File: src/rtl/sdbc_pkg.sv
// Shared constants, types and helper functions of the sample depth to byte converter.
package sdbc_pkg;

    localparam int SAMPLE_W = 17;
    localparam int PREC_W   = 5;
    localparam int BYTE_W   = 8;
    localparam int COUNT_W  = 3;
    localparam int LAYOUT_W = 2;
    localparam int FLAGS_W  = 4;
    localparam int CFG_IDX_W  = 3;
    localparam int CFG_DATA_W = 5;

    localparam int IN_TDATA_W  = 72;
    localparam int OUT_TDATA_W = 40;

    localparam logic [PREC_W-1:0] PREC_MIN  = 5'd1;
    localparam logic [PREC_W-1:0] PREC_MAX  = 5'd16;
    localparam logic [PREC_W-1:0] PREC_BYTE = 5'd8;
    localparam logic [BYTE_W-1:0] BYTE_MAX  = 8'd255;

    typedef enum logic [CFG_IDX_W-1:0] {
        CFG_LAYOUT      = 3'd0,
        CFG_FIRST_PREC  = 3'd1,
        CFG_SECOND_PREC = 3'd2,
        CFG_THIRD_PREC  = 3'd3,
        CFG_ALPHA_PREC  = 3'd4,
        CFG_SIGNED      = 3'd5
    } t_cfg_idx;

    // Layout bit positions: bit 1 set for colour, bit 0 set when alpha present
    localparam int LAYOUT_RGB_BIT   = 1;
    localparam int LAYOUT_ALPHA_BIT = 0;

    localparam int FLAG_FIRST  = 0;
    localparam int FLAG_SECOND = 1;
    localparam int FLAG_THIRD  = 2;
    localparam int FLAG_ALPHA  = 3;

    typedef logic signed [SAMPLE_W-1:0] t_sample;
    typedef logic [BYTE_W-1:0]          t_byte;
    typedef logic [PREC_W-1:0]          t_prec;

    function automatic t_prec clamp_prec(input t_prec p);
        t_prec r;
        if (p < PREC_MIN) begin
            r = PREC_MIN;
        end else if (p > PREC_MAX) begin
            r = PREC_MAX;
        end else begin
            r = p;
        end
        return r;
    endfunction

    // Repeat the low p bits, MSB first, until 8 bits are filled
    function automatic t_byte replicate(input logic [6:0] m, input logic [2:0] p);
        t_byte r;
        unique case (p)
            3'd1:    r = {8{m[0]}};
            3'd2:    r = {4{m[1:0]}};
            3'd3:    r = {m[2:0], m[2:0], m[2:1]};
            3'd4:    r = {2{m[3:0]}};
            3'd5:    r = {m[4:0], m[4:2]};
            3'd6:    r = {m[5:0], m[5:4]};
            3'd7:    r = {m[6:0], m[6]};
            default: r = '0;
        endcase
        return r;
    endfunction

endpackage

File: src/rtl/sdbc_channel.sv
// Per-channel conversion of one sample to an 8-bit byte.
module sdbc_channel
    import sdbc_pkg::*;
(
    input  t_sample i_sample,
    input  t_prec   i_prec_first,
    input  t_prec   i_prec_chan,
    input  logic    i_signed,
    output t_byte   o_byte
);

    logic [SAMPLE_W:0]   pix;
    logic [SAMPLE_W:0]   offset;
    logic [3:0]          sh;
    logic [SAMPLE_W-1:0] mag;
    logic [SAMPLE_W-1:0] shifted;
    logic [SAMPLE_W-1:0] half;
    logic [SAMPLE_W:0]   rounded;
    t_byte               shift_byte;

    always_comb begin
        offset = i_signed ? ((SAMPLE_W+1)'(1) << (i_prec_chan - PREC_MIN)) : '0;
        pix    = {i_sample[SAMPLE_W-1], i_sample} + offset;

        mag = pix[SAMPLE_W-1:0];
        sh  = (i_prec_chan > PREC_BYTE) ? 4'(i_prec_chan - PREC_BYTE) : 4'd0;
        if (sh != 4'd0) begin
            shifted = mag >> sh;
            half    = mag >> (sh - 4'd1);
            rounded = {1'b0, shifted} + (SAMPLE_W+1)'(half[0]);
        end else begin
            shifted = mag;
            half    = '0;
            rounded = {1'b0, mag};
        end

        if (pix[SAMPLE_W]) begin
            shift_byte = '0;
        end else if (rounded > (SAMPLE_W+1)'(BYTE_MAX)) begin
            shift_byte = BYTE_MAX;
        end else begin
            shift_byte = rounded[BYTE_W-1:0];
        end

        if (i_prec_first < PREC_BYTE) begin
            o_byte = replicate(pix[6:0], i_prec_first[2:0]);
        end else begin
            o_byte = shift_byte;
        end
    end

endmodule

File: src/rtl/sample_depth_to_byte_converter_top.sv
// Sample depth to byte converter: top level with config registers and two-stage stream pipe.
// One pixel per clock sustained while the master side accepts; each pixel passes an input
// register and then a result register, which presents its result. All four channel
// converters work in parallel between those two registers; back-pressure on the master
// side holds the result register and, once the input register is full too, the slave side.
// The user must write config only when the pipe is empty; the block itself does not enforce this.
module sample_depth_to_byte_converter_top
    import sdbc_pkg::*;
(
    input  logic                   i_clk,
    input  logic                   i_rst_n,
    input  logic                   i_cfg_we,
    input  logic [CFG_IDX_W-1:0]   i_cfg_idx,
    input  logic [CFG_DATA_W-1:0]  i_cfg_data,
    input  logic                   s_axis_tvalid,
    output logic                   s_axis_tready,
    // sample_first[16:0], sample_second[33:17], sample_third[50:34], sample_alpha[67:51]
    input  logic [IN_TDATA_W-1:0]  s_axis_tdata,
    output logic                   m_axis_tvalid,
    input  logic                   m_axis_tready,
    // byte_zero[7:0], byte_one[15:8], byte_two[23:16], byte_three[31:24], byte_count[34:32]
    output logic [OUT_TDATA_W-1:0] m_axis_tdata
);

    logic [LAYOUT_W-1:0] r_layout;
    t_prec               r_prec_first;
    t_prec               r_prec_second;
    t_prec               r_prec_third;
    t_prec               r_prec_alpha;
    logic [FLAGS_W-1:0]  r_signed;

    logic    r_in_valid;
    t_sample r_smp_first;
    t_sample r_smp_second;
    t_sample r_smp_third;
    t_sample r_smp_alpha;

    logic               r_out_valid;
    t_byte              r_byte_zero;
    t_byte              r_byte_one;
    t_byte              r_byte_two;
    t_byte              r_byte_three;
    logic [COUNT_W-1:0] r_byte_count;

    logic  stage_ready;
    t_prec p0, p1, p2, pa;
    t_byte cv_first, cv_second, cv_third, cv_alpha;
    logic  is_rgb, alpha_on;
    t_byte n_byte_one, n_byte_two, n_byte_three;
    logic [COUNT_W-1:0] n_byte_count;

    // Config registers
    always_ff @(posedge i_clk) begin
        if (!i_rst_n) begin
            r_layout      <= '0;
            r_prec_first  <= PREC_BYTE;
            r_prec_second <= PREC_BYTE;
            r_prec_third  <= PREC_BYTE;
            r_prec_alpha  <= PREC_BYTE;
            r_signed      <= '0;
        end else if (i_cfg_we) begin
            unique case (i_cfg_idx)
                CFG_LAYOUT:      r_layout      <= i_cfg_data[LAYOUT_W-1:0];
                CFG_FIRST_PREC:  r_prec_first  <= i_cfg_data[PREC_W-1:0];
                CFG_SECOND_PREC: r_prec_second <= i_cfg_data[PREC_W-1:0];
                CFG_THIRD_PREC:  r_prec_third  <= i_cfg_data[PREC_W-1:0];
                CFG_ALPHA_PREC:  r_prec_alpha  <= i_cfg_data[PREC_W-1:0];
                CFG_SIGNED:      r_signed      <= i_cfg_data[FLAGS_W-1:0];
                default: ;
            endcase
        end
    end

    assign stage_ready   = !r_out_valid || m_axis_tready;
    assign s_axis_tready = !r_in_valid || stage_ready;

    // Input register
    always_ff @(posedge i_clk) begin
        if (!i_rst_n) begin
            r_in_valid <= 1'b0;
        end else if (s_axis_tready) begin
            r_in_valid <= s_axis_tvalid;
        end
    end

    always_ff @(posedge i_clk) begin
        if (s_axis_tvalid && s_axis_tready) begin
            r_smp_first  <= s_axis_tdata[SAMPLE_W-1:0];
            r_smp_second <= s_axis_tdata[2*SAMPLE_W-1:SAMPLE_W];
            r_smp_third  <= s_axis_tdata[3*SAMPLE_W-1:2*SAMPLE_W];
            r_smp_alpha  <= s_axis_tdata[4*SAMPLE_W-1:3*SAMPLE_W];
        end
    end

    assign p0 = clamp_prec(r_prec_first);
    assign p1 = clamp_prec(r_prec_second);
    assign p2 = clamp_prec(r_prec_third);
    assign pa = clamp_prec(r_prec_alpha);

    sdbc_channel u_chan_first (
        .i_sample     (r_smp_first),
        .i_prec_first (p0),
        .i_prec_chan  (p0),
        .i_signed     (r_signed[FLAG_FIRST]),
        .o_byte       (cv_first)
    );

    sdbc_channel u_chan_second (
        .i_sample     (r_smp_second),
        .i_prec_first (p0),
        .i_prec_chan  (p1),
        .i_signed     (r_signed[FLAG_SECOND]),
        .o_byte       (cv_second)
    );

    sdbc_channel u_chan_third (
        .i_sample     (r_smp_third),
        .i_prec_first (p0),
        .i_prec_chan  (p2),
        .i_signed     (r_signed[FLAG_THIRD]),
        .o_byte       (cv_third)
    );

    sdbc_channel u_chan_alpha (
        .i_sample     (r_smp_alpha),
        .i_prec_first (p0),
        .i_prec_chan  (pa),
        .i_signed     (r_signed[FLAG_ALPHA]),
        .o_byte       (cv_alpha)
    );

    // Pack bytes by layout; unused slots are zero
    always_comb begin
        is_rgb   = r_layout[LAYOUT_RGB_BIT];
        alpha_on = r_layout[LAYOUT_ALPHA_BIT];
        if (is_rgb) begin
            n_byte_one   = cv_second;
            n_byte_two   = cv_third;
            n_byte_three = alpha_on ? cv_alpha : '0;
        end else begin
            n_byte_one   = alpha_on ? cv_alpha : '0;
            n_byte_two   = '0;
            n_byte_three = '0;
        end
        n_byte_count = COUNT_W'(r_layout) + COUNT_W'(1);
    end

    // Result register
    always_ff @(posedge i_clk) begin
        if (!i_rst_n) begin
            r_out_valid <= 1'b0;
        end else if (stage_ready) begin
            r_out_valid <= r_in_valid;
        end
    end

    always_ff @(posedge i_clk) begin
        if (stage_ready && r_in_valid) begin
            r_byte_zero  <= cv_first;
            r_byte_one   <= n_byte_one;
            r_byte_two   <= n_byte_two;
            r_byte_three <= n_byte_three;
            r_byte_count <= n_byte_count;
        end
    end

    assign m_axis_tvalid = r_out_valid;
    assign m_axis_tdata  = {5'b0, r_byte_count, r_byte_three, r_byte_two,
                            r_byte_one, r_byte_zero};

    // A result only appears after a held input transaction
    a_out_from_in: assert property (@(posedge i_clk) disable iff (!i_rst_n)
        (r_out_valid && !$past(r_out_valid)) |-> $past(r_in_valid))
        else $error("result appeared without a staged transaction");

    // A stalled result must not drop the staged transaction behind it
    a_no_loss: assert property (@(posedge i_clk) disable iff (!i_rst_n)
        (r_in_valid && r_out_valid && !m_axis_tready) |=> r_in_valid)
        else $error("staged transaction lost under back-pressure");

    // Single-byte pixels carry zero in the unused bytes
    a_gray_zero: assert property (@(posedge i_clk) disable iff (!i_rst_n)
        (r_out_valid && r_byte_count == COUNT_W'(1)) |->
        (r_byte_one == '0 && r_byte_two == '0 && r_byte_three == '0))
        else $error("unused bytes not zero for gray pixel");

    // Byte count stays within one to four
    a_count_range: assert property (@(posedge i_clk) disable iff (!i_rst_n)
        r_out_valid |-> (r_byte_count != '0 && r_byte_count <= COUNT_W'(4)))
        else $error("byte count out of range");

endmodule

File: config.mk
export PLATFORM = sky130hd
export DESIGN_NAME = sample_depth_to_byte_converter_top
export DESIGN_NICKNAME = d
export VERILOG_FILES = /design/src/rtl/sdbc_pkg.sv /design/src/rtl/sdbc_channel.sv /design/src/rtl/sample_depth_to_byte_converter_top.sv
export SDC_FILE = /design/constraint.sdc
export NUM_CORES = 1
export LEC_CHECK = 0
export CORE_ASPECT_RATIO = 1.2
export CORE_MARGIN = 5
export CORE_UTILIZATION = 34
export DETAILED_ROUTE_END_ITERATION = 10
export DONT_BUFFER_PORTS = 1
export GPL_TIMING_DRIVEN = 0
export SYNTH_ARGS = -nofsm -noshare
export SYNTH_HDL_FRONTEND = slang
export SYNTH_SLANG_ARGS = --single-unit
File: constraint.sdc
create_clock -name i_clk -period 8.7 [get_ports i_clk]
set_clock_uncertainty 0.15 [all_clocks]
set_input_delay 2.175 -clock i_clk [delete_from_list [all_inputs] [get_ports i_clk]]
set_output_delay 2.175 -clock i_clk [all_outputs]
set_load 0.03 [all_outputs]
Yosys cells after proc, flatten, opt, wreduce, memory -nomap -nowiden
Index checks and enable logic that the tools add are counted.

word-level totals
  flip-flop bits (word level) = 131
  input port bits = 85
  output and inout port bits = 42
  word-level logic and storage cells = 134

cells by class
  $add $sub $neg = 21
  magnitude comparators = 17
  equal/unequal tests = 12
  shift operators = 12
  mux-type cells = 38
  reduce and logical (&&, ||, !) cells = 17

operators with widths
  operator              number
  $pmux 8 s7            4
  $mux 18               8
  $mux 8                14
  $add 17x1->18         4
  $add 18x18->18        4
  $gt 18x8->1 const B   4
  $shl 1x5->18 const A  4
  $shr 17x4->1          4
  $shr 17x4->17         4
  $mux 5                8
  $gt 5x4->1 const B    4
  $gt 5x5->1 const B    4
  $lt 5x1->1 const B    4
  $sub 5x1->5 const B   4
  $eq 3x3->1 const B    6
  $mux 4                4
  $reduce_bool 4->1     4
  $sub 4x1->4 const B   4
  $sub 4x4->4 const B   4
  $eq 3x2->1 const B    4
  $reduce_and 2->1      6
  $eq 3x1->1 const B    2
  $lt 5x4->1 const B    1
  $add 2x1->3 const B   1
  other kinds (4)       7

Longest topological paths before layout
Gate-level depths: netlist of the first run.

  word-level depth = 16
  gate-level depth with buffers = 31
  depth with buffers taken out = 27

Hierarchy
Synthesis of the first run repeated with hierarchy kept, for this count alone.

unflattened totals
  cells, all modules = 2435
  area total of the unflattened synthesis = 18262.5 sq um

by module, submodules not included
  module                              times used  cells each  area an instance (sq um)  seq. area each (sq um)
  sdbc_channel at u_chan_alpha ...    3           543         3419.5                    0.0
  sample_depth_to_byte_converter_top  1           275         4604.4                    3653.5
  sdbc_channel at u_chan_first        1           531         3399.5                    0.0

Least setup slack after synthesis of the first run
Ideal clock, no wire load.

  path type = register to register
  from = register r_prec_alpha[3]
  to = register r_byte_one[3] (data pin)
  setup time = 270 ps
  arrival time = 6499 ps
  data required time = 8280 ps
  slack = 1781 ps
  stages on the path, launching flop included = 31
  path buffers = 6
  period minus slack after synthesis = 6919 ps
  path through = dfxtp_1 -> buf_2 -> and3b_1 -> clkbuf_1 -> clkbuf_1 -> clkbuf_1 -> nand2_1 -> nor3_1 -> ha_1 -> buf_2 -> nand2_1 -> o211ai_1 -> nand3_1 -> and3_1 -> or2_2 -> clkbuf_1 -> mux4_2 -> mux2i_1 -> nor2_1 -> a21oi_1 -> ha_1 -> ha_1 -> o21ai_0 -> or4_1 -> or4_4 -> o41ai_2 -> a311oi_1 -> nor4_1 -> a21oi_2 -> a2111oi_2 -> o41ai_1

on the way
  longest elaborated chain between the ends = 16
  elaborated cells between the ends (all ways) = 24
  classes of those cells = add/sub: 5; order compare: 4; shift: 3; mux: 11; reduce/logical: 1

RTL lines
  item                                                  RTL line                                   RTL
  from (decl)                                           sample_depth_to_byte_converter_top.sv:29   t_prec r_prec_alpha;
  from (signal assigned)                                sample_depth_to_byte_converter_top.sv:67   CFG_ALPHA_PREC: r_prec_alpha <= i_cfg_data[PREC_W-1:0];
  $gt 5x5->1                                            sdbc_pkg.sv:47                             end else if (p > PREC_MAX) begin
  $mux 5                                                sdbc_pkg.sv:47
  $mux 5 *                                              sdbc_pkg.sv:45                             if (p < PREC_MIN) begin
  $sub 5x1->5                                           sdbc_channel.sv:22                         offset = i_signed ? ((SAMPLE_W+1)'(1) << (i_prec_chan - PREC_MIN)) : '0;
  $shl 1x5->18                                          sdbc_channel.sv:22
  $mux 18                                               sdbc_channel.sv:22
  $add 18x18->18                                        sdbc_channel.sv:23                         pix = {i_sample[SAMPLE_W-1], i_sample} + offset;
  $shr 17x4->17 / $shr 17x4->1 (equally long branches)  sdbc_channel.sv:28, sdbc_channel.sv:29
  $add 17x1->18                                         sdbc_channel.sv:30                         rounded = {1'b0, shifted} + (SAMPLE_W+1)'(half[0]);
  $mux 18                                               sdbc_channel.sv:27                         if (sh != 4'd0) begin
  $gt 18x8->1                                           sdbc_channel.sv:39                         end else if (rounded > (SAMPLE_W+1)'(BYTE_MAX)) begin
  $mux 8                                                sdbc_channel.sv:39
  $mux 8                                                sdbc_channel.sv:37                         if (pix[SAMPLE_W]) begin
  $mux 8 *                                              sdbc_channel.sv:45                         if (i_prec_first < PREC_BYTE) begin
  $mux 8 *                                              sample_depth_to_byte_converter_top.sv:141  n_byte_one = alpha_on ? cv_alpha : '0;
  $mux 8 *                                              sample_depth_to_byte_converter_top.sv:136  if (is_rgb) begin
  net n_byte_one[3]                                     sample_depth_to_byte_converter_top.sv:49   t_byte n_byte_one, n_byte_two, n_byte_three;
  to (signal assigned)                                  sample_depth_to_byte_converter_top.sv:160  r_byte_one <= n_byte_one;
  to (decl)                                             sample_depth_to_byte_converter_top.sv:40   t_byte r_byte_one;

Mark *: on every way through the listed nets, which the timed path passes. The rest lies on a longest branch.
A chain may end at the register's enable or synchronous reset.

Worst setup path after layout of the first run
  from = register r_prec_alpha[3]
  to = register r_byte_three[4] (data pin)

on the way
  longest elaborated chain between the ends = 15
  elaborated cells between the ends (all ways) = 23
  classes of those cells = add/sub: 5; order compare: 4; shift: 3; mux: 10; reduce/logical: 1

RTL lines
  item                                                  RTL line                                   RTL
  $gt 5x5->1                                            sdbc_pkg.sv:47
  $mux 5                                                sdbc_pkg.sv:47
  $mux 5 *                                              sdbc_pkg.sv:45
  $sub 5x1->5                                           sdbc_channel.sv:22
  $shl 1x5->18                                          sdbc_channel.sv:22
  $mux 18                                               sdbc_channel.sv:22
  $add 18x18->18                                        sdbc_channel.sv:23
  $shr 17x4->17 / $shr 17x4->1 (equally long branches)  sdbc_channel.sv:28, sdbc_channel.sv:29
  $add 17x1->18                                         sdbc_channel.sv:30
  $mux 18                                               sdbc_channel.sv:27
  $gt 18x8->1                                           sdbc_channel.sv:39
  $mux 8                                                sdbc_channel.sv:39
  $mux 8                                                sdbc_channel.sv:37
  $mux 8 *                                              sdbc_channel.sv:45
  $mux 8 *                                              n/a
  to (signal assigned)                                  sample_depth_to_byte_converter_top.sv:162  r_byte_three <= n_byte_three;
  to (decl)                                             sample_depth_to_byte_converter_top.sv:42   t_byte r_byte_three;

Every way passes the cells marked *; elsewhere a longest branch is shown, timed or not.

==> results of run 1 <==
metrics by stage:
step / cells / utilization
finish: 2923 / 0.374
global route: 2922 / 0.374
CTS: 2923 / 0.373
detailed placement: 2892 / 0.362
global placement: 2890 / 0.361
floorplan: 2253 / -
cell type report:
class                           count  area share
Antenna cell                        1    0.000136
Buffer                            149      0.0337
Clock buffer                       21      0.0239
Clock inverter                     10     0.00475
Inverter                           46     0.00937
Multi-Input combinational cell   1926       0.684
Sequential cell                   131       0.198
Tap cell                          637      0.0432
Timing Repair Buffer                2     0.00258
where the power goes:
group          switching (W)  internal (W)
clock               0.000304      0.000388
combinational       0.000353      0.000191
sequential         0.0000334      0.000710
total               0.000691       0.00129
cells by family after synthesis:
group	Yosys count	share of synthesized area
XOR/XNOR	61	0.0314
multiplexers	79	0.0547
adder cells (fa/ha/maj)	87	0.0658
AND/OR/NAND/NOR	900	0.266
buffers and inverters	196	0.0465
flip-flops	131	0.215
other	1	0.000221
AO/OA/AOI/OAI	790	0.321
cell usage after synthesis (31+ instances only):
master,count
edfxtp_1,103
a21oi_1,185
a21o_1,40
xnor2_1,37
or3_1,34
nand3_1,58
nand4_1,38
ha_1,83
o21ai_0,136
clkbuf_1,122
and2_1,41
a211oi_1,51
nor2_1,255
a31oi_1,31
nand2_1,187
mux2i_1,58
inv_1,41
nor3_1,77
nor2b_1,46
o211ai_1,41
sequential cells by signal, summed over array words and instances (netlist names):
register and cells:
m_axis_tvalid 1, r_byte_count 3, r_byte_one 8, r_byte_three 8, r_byte_two 8, r_byte_zero 8
r_in_valid 1, r_layout 2, r_prec_alpha 5, r_prec_first 5, r_prec_second 5, r_prec_third 5
r_signed 4, r_smp_alpha 17, r_smp_first 17, r_smp_second 17, r_smp_third 17
worst max path at each step:
stage | slack (ns) | cells after the start | to
after floorplan | 1.78 | 30 | r_byte_one[3]$_DFFE_PP_
after global placement | 0.005 | 31 | r_byte_three[4]$_SDFFCE_PN0P_
after detailed placement | -0.07 | 31 | r_byte_three[4]$_SDFFCE_PN0P_
after CTS | 0.07 | 31 | r_byte_three[4]$_SDFFCE_PN0P_
after global routing | 0.07 | 26 | r_byte_zero[5]$_DFFE_PP_
final | 0.44 | 30 | r_byte_three[4]$_SDFFCE_PN0P_
timing repair:
| item | 4_1_cts | 5_1_grt |
|---|---|---|
| hold buffers | 0 | 0 |
| setup endpoints to repair | 3 | 24 |
| buffers inserted | 0 | 0 |
| pin swaps | 0 | 0 |
| resized for setup | 1 | 11 |
metal layers:
| layer | track usage | part of all wire |
|---|---|---|
| met5 | 0 | 0.00040 |
| met4 | 0.0876 | 0.035 |
| met3 | 0.0316 | 0.058 |
| met2 | 0.399 | 0.49 |
| met1 | 0.281 | 0.42 |
==> metrics.yaml, run 1 <==
outcome: "finished, final reports clean"
worstPathMaxFanout: 19
yosys-top-cells-area: "edfxtp_1 18%, ha_1 6.1%, nor2_1 5.6%"
pin_count: 127
regArea_mm2: 0.00365
clk_pin_slew_worst_paths_ns: 0.07
cp_slowest_cell: "or4_4"
final_nets: 2445
wire_per_inst_um: 22.2
vias_per_cell: 6.32
syn_to_final_growth_pct: 8.42
r2r_start: "r_prec_alpha[3]$_SDFFE_PN1P_"
path_buf_inv: 6
cts_sinks: 131
crit_arrival_ns: 8.29
grt_overflow: 0
die_y_um: 255
finalSetupViolations: 0
dieWidth_um: 214
port-buffer-count: 0
stdcell_area_mm2: 0.0184
clk_path_buf_depth: 2
htreeDepth: 4
slowest_delay_ns: 0.60
drt_iter0_drc: 1635
first_pass_iters: 6
rows: 89
period_minus_slack_ns: 8.26
antenna_left: 0
grt_pass1_wl_um: 99800
hold_viol: 0
tightest_slew_ns: 1.34
most-common-layout-cells: "255 x nor2_1, 187 x nand2_1, 185 x a21oi_1, 136 x o21ai_0, 121 x clkbuf_1"
rsz0062_at_grt: "false"
synth_top_area_cell: "edfxtp_1"
clk_latency_ns: 0.46
ys_seq_elements: 131
async_flop_share: 0
core-area_mm2: 0.0493
whs_path_depth: 1
synth_flop_cell: "edfxtp_1"
regToRegSetupSlack_ns: 0.44
layout_commonest_cell: "nor2_1"
synth_warnings: 0
dieArea_mm2: 0.0546
worst_setup_path_start_kind: "flop"
cap_violations: 0
crit_type: "reg -> reg"
ir_drop_mv: 0.150
cts_buffers: 17
initial_utilization: 0.345
fin_tns_setup_ns: 0
first_global_vias: 17629
synth_edf_count: 103
r2r_end: "r_byte_three[4]$_SDFFCE_PN0P_"
gp_congestion: 0.959
setup_ws_ns: 0.442
relSlewSlack: 0.104
final_layout_size_suffix_gt1_frac: 0.0661
placed_cell_area_mm2: 0.0179
num-fill-cells: 5152
timing.hold.ws_ns: 0.396
vias: 18469
synth_area_per_cell_um2: 7.57
power_density_mw_per_mm2: 107
design_power_total_w: 0.00198
syn_inst: 2245
worstSetupStartpoint: "r_prec_alpha[3]$_SDFFE_PN1P_"
track_usage: 0.226
critical_path.endpoint_type: "flop"
clockRootBuffer: "clkbuf_16"
grt_max_degree: 36
antenna_found_initial: 3
critPathRequiredTime_ns: 8.74
hpwlAfterDp_um: 50600
drcViolationCount: 0
p_leak_nw: 6.67
cts_tree: "done"
dp_slack_ns: -0.0740
finalWirelength_um: 64800
fmax_mhz: 121
fin_crit_sh: 0.949
synth-seq-area-share: 0.215
min_path_type: "reg -> reg"
min_to: "m_axis_tvalid$_SDFFE_PN0P_"
maxSlewViolCount: 0
crit_family: "compound AO/OA/AOI/OAI gates"
synth.top_cell.area_share: 0.182
multiInputGateArea_mm2: 0.0126
hp-start: "r_in_valid$_SDFFE_PN0N_"
syn_area_mm2: 0.0170
r2r_cells: 30
ys_types: 101
(Power assumes the default switching activity.)
==> run 2, diff against run 1 <==
Settings changed: CELL_PAD_IN_SITES_DETAIL_PLACEMENT from default to 1, CELL_PAD_IN_SITES_GLOBAL_PLACEMENT from default to 1, CORE_UTILIZATION 34 to 49, PLACE_DENSITY_LB_ADDON from default to 0.1.
==> metrics.yaml, run 2 (synthesized netlist as in run 1, its figures left out) <==
antenna_left: 0  # unchanged
clockRootBuffer: "clkbuf_16"
dieWidth_um: 180  # -16%
layout_commonest_cell: "nor2_1"
tightest_slew_ns: 1.20  # -0.141 ns
port-buffer-count: 0  # unchanged
critical_path.endpoint_type: "flop"
stdcell_area_mm2: 0.0182  # -1.0%
timing.hold.ws_ns: 0.405  # +0.00899 ns
num-fill-cells: 4334  # -16%
whs_path_depth: 1  # unchanged
outcome: "finished, final reports clean"
rows: 74  # -17%
rsz0062_at_grt: "false"
ir_drop_mv: 0.106  # -30%
design_power_total_w: 0.00202  # +2.2%
drt_iter0_drc: 1621  # -0.86%
clk_path_buf_depth: 2  # unchanged
placed_cell_area_mm2: 0.0177  # -1.3%
grt_pass1_wl_um: 106000  # +5.8%
r2r_cells: 25  # -17%
regArea_mm2: 0.00365  # unchanged
vias_per_cell: 6.90  # +9.2%
most-common-layout-cells: "255 x nor2_1, 187 x nand2_1, 185 x a21oi_1, 136 x o21ai_0, 119 x clkbuf_1"
p_leak_nw: 6.72  # +0.62%
finalSetupViolations: 0  # unchanged
first_global_vias: 19179  # +8.8%
worstPathMaxFanout: 10  # -9
final_layout_size_suffix_gt1_frac: 0.0682  # +0.00216
die_y_um: 214  # -16%
multiInputGateArea_mm2: 0.0126  # about the same
finalWirelength_um: 67300  # +3.8%
cap_violations: 0  # unchanged
crit_type: "reg -> reg"
grt_max_degree: 64  # +78%
antenna_found_initial: 0  # -3
fin_crit_sh: 0.954  # +0.00512
cts_buffers: 17  # unchanged
wire_per_inst_um: 24.5  # +11%
grt_overflow: 0  # unchanged
initial_utilization: 0.498  # +0.153
htreeDepth: 4  # unchanged
min_path_type: "reg -> reg"
final_nets: 2445  # unchanged
power_density_mw_per_mm2: 111  # +3.3%
critPathRequiredTime_ns: 8.68  # -0.06 ns
period_minus_slack_ns: 8.30  # +0.0445 ns
num_antenna_cells: 0  # -1
gp_congestion: 0.955  # -0.51%
clk_pin_slew_worst_paths_ns: 0.07  # about the same
pin_count: 127  # unchanged
clk_latency_ns: 0.45  # about the same
syn_to_final_growth_pct: 7.30
fmax_mhz: 120  # -0.54%
track_usage: 0.332  # +0.107
drcViolationCount: 0  # unchanged
relSlewSlack: 0.194  # +0.0895
dp.cells: 2711  # -6.3%
crit_arrival_ns: 8.28  # about the same
vias: 18926  # +2.5%
cts_tree: "done"
maxSlewViolCount: 0  # unchanged
core-area_mm2: 0.0342  # -31%
first_pass_iters: 6  # unchanged
cts_sinks: 131  # unchanged
worst_setup_path_start_kind: "flop"
hold_viol: 0  # unchanged
hpwlAfterDp_um: 52400  # +3.4%
dieArea_mm2: 0.0385  # -29%
fin_cells: 2742  # -6.2%
[run 2: cell count changes in the layout (fill, tap and decap cells not counted), sizes merged]
cell,change
buf,-1
clkbuf,+2
clkinv,-2
clkinvlp,-3
diode,-1
inv,+5
[run 2: path summary, 6_finish.rpt]
path                                              endpoint                          from  slack [ns]
worst min-delay path            m_axis_tvalid$_SDFFE_PN0P_       r_in_valid$_SDFFE_PN0N_        0.40
worst max register to register    r_byte_zero[0]$_DFFE_PP_  r_prec_first[4]$_SDFFE_PN0P_        0.40
worst max-delay path              r_byte_zero[0]$_DFFE_PP_  r_prec_first[4]$_SDFFE_PN0P_        0.40
worst min register to register  m_axis_tvalid$_SDFFE_PN0P_       r_in_valid$_SDFFE_PN0N_        0.40
[run 2: repair_timing]
action / CTS / global route
endpoints found under the setup margin: 5 / 24
resized for setup: 2 / 10
setup buffers: 0 / 0
hold buffers: 0 / 0
pin swaps: 0 / 0
[run 2: power breakdown]
group          internal (W)  switching, W
sequential         0.000710     0.0000320
clock              0.000418      0.000310
combinational      0.000191      0.000362
total               0.00132      0.000704
[run 2: per-stage QoR]
step	util	setup WS [ns]	TNS, ns
global placement	0.515	0.137	0
CTS	0.534	0.0506	0
floorplan	-	1.78	0
global route	0.534	0.00323	0
finish	0.534	0.397	0
detailed placement	0.517	-0.0375	-0.109
[run 2: routing by layer]
metal,track usage,wire length (µm),vias up
met2,0.565,32200,773
met5,0,0,-
met3,0.0461,4030,210
met1,0.419,28100,9269
met4,0.152,2990,0
li1,-,-,8674
[run 2: critical path: stages, from the launching register on]
cell and delay (ns):
dfxtp_1 0.46, clkbuf_1 0.43, clkbuf_2 0.38, nor2b_1 0.16, nand3b_1 0.37, clkbuf_2 0.39
nor2_1 0.08, ha_1 0.41, a41oi_1 0.25, a21o_1 0.24, a2111oi_1 0.75, or3_1 0.24
nand2_1 0.17, mux4_2 0.54, mux4_2 0.48, inv_1 0.07, ha_1 0.17, ha_1 0.19
nand2_1 0.10, nor3_1 0.21, nand4_1 0.27, xnor2_1 0.25, a21oi_1 0.09, or4_1 0.44
o211ai_2 0.35, o311ai_0 0.31
[run 2: area by class of cell]
type	count	area share
Clock buffer	22	0.0260
Inverter	46	0.00947
Multi-Input combinational cell	1926	0.691
Sequential cell	131	0.200
Tap cell	456	0.0313
Buffer	149	0.0342
Clock inverter	10	0.00528
Timing Repair Buffer	2	0.00261
==> run 3, diff against run 2 <==
Settings changed: GPL_TIMING_DRIVEN 0 to default.
==> metrics.yaml, run 3 (synthesized netlist as in run 1, its figures left out) <==
cap_violations: 0  # unchanged
power_density_mw_per_mm2: 115  # +4.1%
first_global_vias: 18462  # -3.7%
hpwlAfterDp_um: 47300  # -9.6%
tightest_slew_ns: 1.38  # +0.179 ns
core-area_mm2: 0.0342  # unchanged
dieArea_mm2: 0.0385  # unchanged
cts_tree: "done"
rows: 74  # unchanged
first_pass_iters: 6  # unchanged
min_path_type: "reg -> reg"
cts_sinks: 131  # unchanged
die_y_um: 214  # unchanged
cts-hold-fix-buffers: 0  # unchanged
port-buffer-count: 0  # unchanged
grt_overflow: 0  # unchanged
gp_congestion: 0.918  # -3.8%
clk_path_buf_depth: 2  # unchanged
wire_per_inst_um: 24.1  # -1.9%
crit_arrival_ns: 7.71  # -0.57 ns
relSlewSlack: 0.0678  # -0.126
final_util: 0.520  # -0.0136
critical_path.endpoint_type: "flop"
pin_count: 127  # unchanged
ir_drop_mv: 0.127  # +20%
final_layout_size_suffix_gt1_frac: 0.0700  # +0.00173
syn_to_final_growth_pct: 4.56
drcViolationCount: 0  # unchanged
worstPathMaxFanout: 17  # +7
grt_pass1_wl_um: 99500  # -5.7%
clockRootBuffer: "clkbuf_16"
track_usage: 0.310  # -0.0225
crit_type: "reg -> reg"
vias: 18202  # -3.8%
htreeDepth: 4  # unchanged
p_leak_nw: 6.54  # -2.6%
fmax_mhz: 130  # +7.9%
maxSlewViolCount: 0  # unchanged
cts-resized-gates: 0  # -2
clk_latency_ns: 0.45  # about the same
finalSetupViolations: 0  # unchanged
grt_max_degree: 69  # +7.8%
worst_setup_path_start_kind: "flop"
clk_pin_slew_worst_paths_ns: 0.07  # about the same
critPathRequiredTime_ns: 8.71  # +0.03 ns
cts_buffers: 17  # unchanged
layout_commonest_cell: "nor2_1"
period_minus_slack_ns: 7.69  # -0.610 ns
fin_tns_setup_ns: 0  # unchanged
hold_viol: 0  # unchanged
antenna_left: 0  # unchanged
fin_crit_sh: 0.884  # -0.0701
cts_setup_buffers: 0  # unchanged
outcome: "finished, final reports clean"
most-common-layout-cells: "254 x nor2_1, 187 x nand2_1, 185 x a21oi_1, 136 x o21ai_0, 103 x edfxtp_1"
antenna_found_initial: 0  # unchanged
dieWidth_um: 180  # unchanged
vias_per_cell: 6.96  # +0.88%
num_antenna_cells: 0  # unchanged
final_nets: 2317  # -5.2%
drt_iter0_drc: 1415  # -13%
finalWirelength_um: 62900  # -6.5%
initial_utilization: 0.498  # unchanged
rsz0062_at_grt: "false"
run 3: cell types whose count changed in the layout (fill, tap and decap cells not counted), sizes merged:
cell / before / now
clkinvlp: 0 / 3
clkbuf: 144 / 18
bufinv: 1 / 2
buf: 29 / 23
clkinv: 8 / 7
inv: 47 / 48
run 3: stage by stage:
stage	std cells	area (µm²)	hold WS, ns	power, W	setup WS (ns)
2_1_floorplan	2253	17000	0.327	0.00114	1.78
3_3_place_gp	2582	17200	0.356	0.00126	1.36
3_5_place_dp	2582	17200	0.394	0.00127	1.14
4_1_cts	2614	17800	0.410	0.00205	1.07
5_1_grt	2614	17800	0.447	0.00214	0.461
6_report	2614	17800	0.421	0.00205	1.01
run 3: cell type report:
type	count	area, µm²
clock inverters	14	169
multi-input cells	1926	12600
flip-flops and latches	131	3650
clock buffers	18	439
fillers	4287	16400
inverters	46	173
well taps	456	571
repair buffers	23	173
run 3: metal layers:
layer  global-route usage  share of wire
met5                    0              0
met2                0.527           0.48
met3               0.0504          0.057
met1                0.389           0.42
met4                0.134          0.040
run 3: path summary, 6_finish.rpt:
| check | from | end | slack (ns) | cells after the start |
|---|---|---|---|---|
| worst min-delay path | r_in_valid$_SDFFE_PN0N_ | m_axis_tvalid$_SDFFE_PN0P_ | 0.42 | 1 |
| worst max-delay path | r_prec_first[1]$_SDFFE_PN0P_ | r_byte_zero[0]$_DFFE_PP_ | 1.01 | 24 |
| worst min register to register | r_in_valid$_SDFFE_PN0N_ | m_axis_tvalid$_SDFFE_PN0P_ | 0.42 | 1 |
| worst max register to register | r_prec_first[1]$_SDFFE_PN0P_ | r_byte_zero[0]$_DFFE_PP_ | 1.01 | 24 |
run 3: power breakdown:
part | internal [W] | switching, W | total, W
combinational | 0.000185 | 0.000341 | 0.000526
sequential | 0.000710 | 0.0000365 | 0.000747
clock | 0.000439 | 0.000340 | 0.000779
run 3: worst max-delay path, cell delays in order, from the launching register on:
cell	delay (ns)
dfxtp_1	0.48
or3_1	0.43
a21oi_1	0.36
nand2_1	0.25
nor2_1	0.17
ha_1	0.19
a21o_1	0.20
a41oi_1	0.25
a21o_1	0.25
a2111oi_0	0.88
or3_1	0.26
nand2_1	0.18
mux4_2	0.56
mux4_2	0.47
inv_1	0.07
ha_1	0.18
ha_1	0.20
nand2_1	0.10
nor2_1	0.12
and4_1	0.29
a211o_1	0.15
nand3_1	0.07
or4_1	0.55
o211ai_2	0.34
o311ai_0	0.23
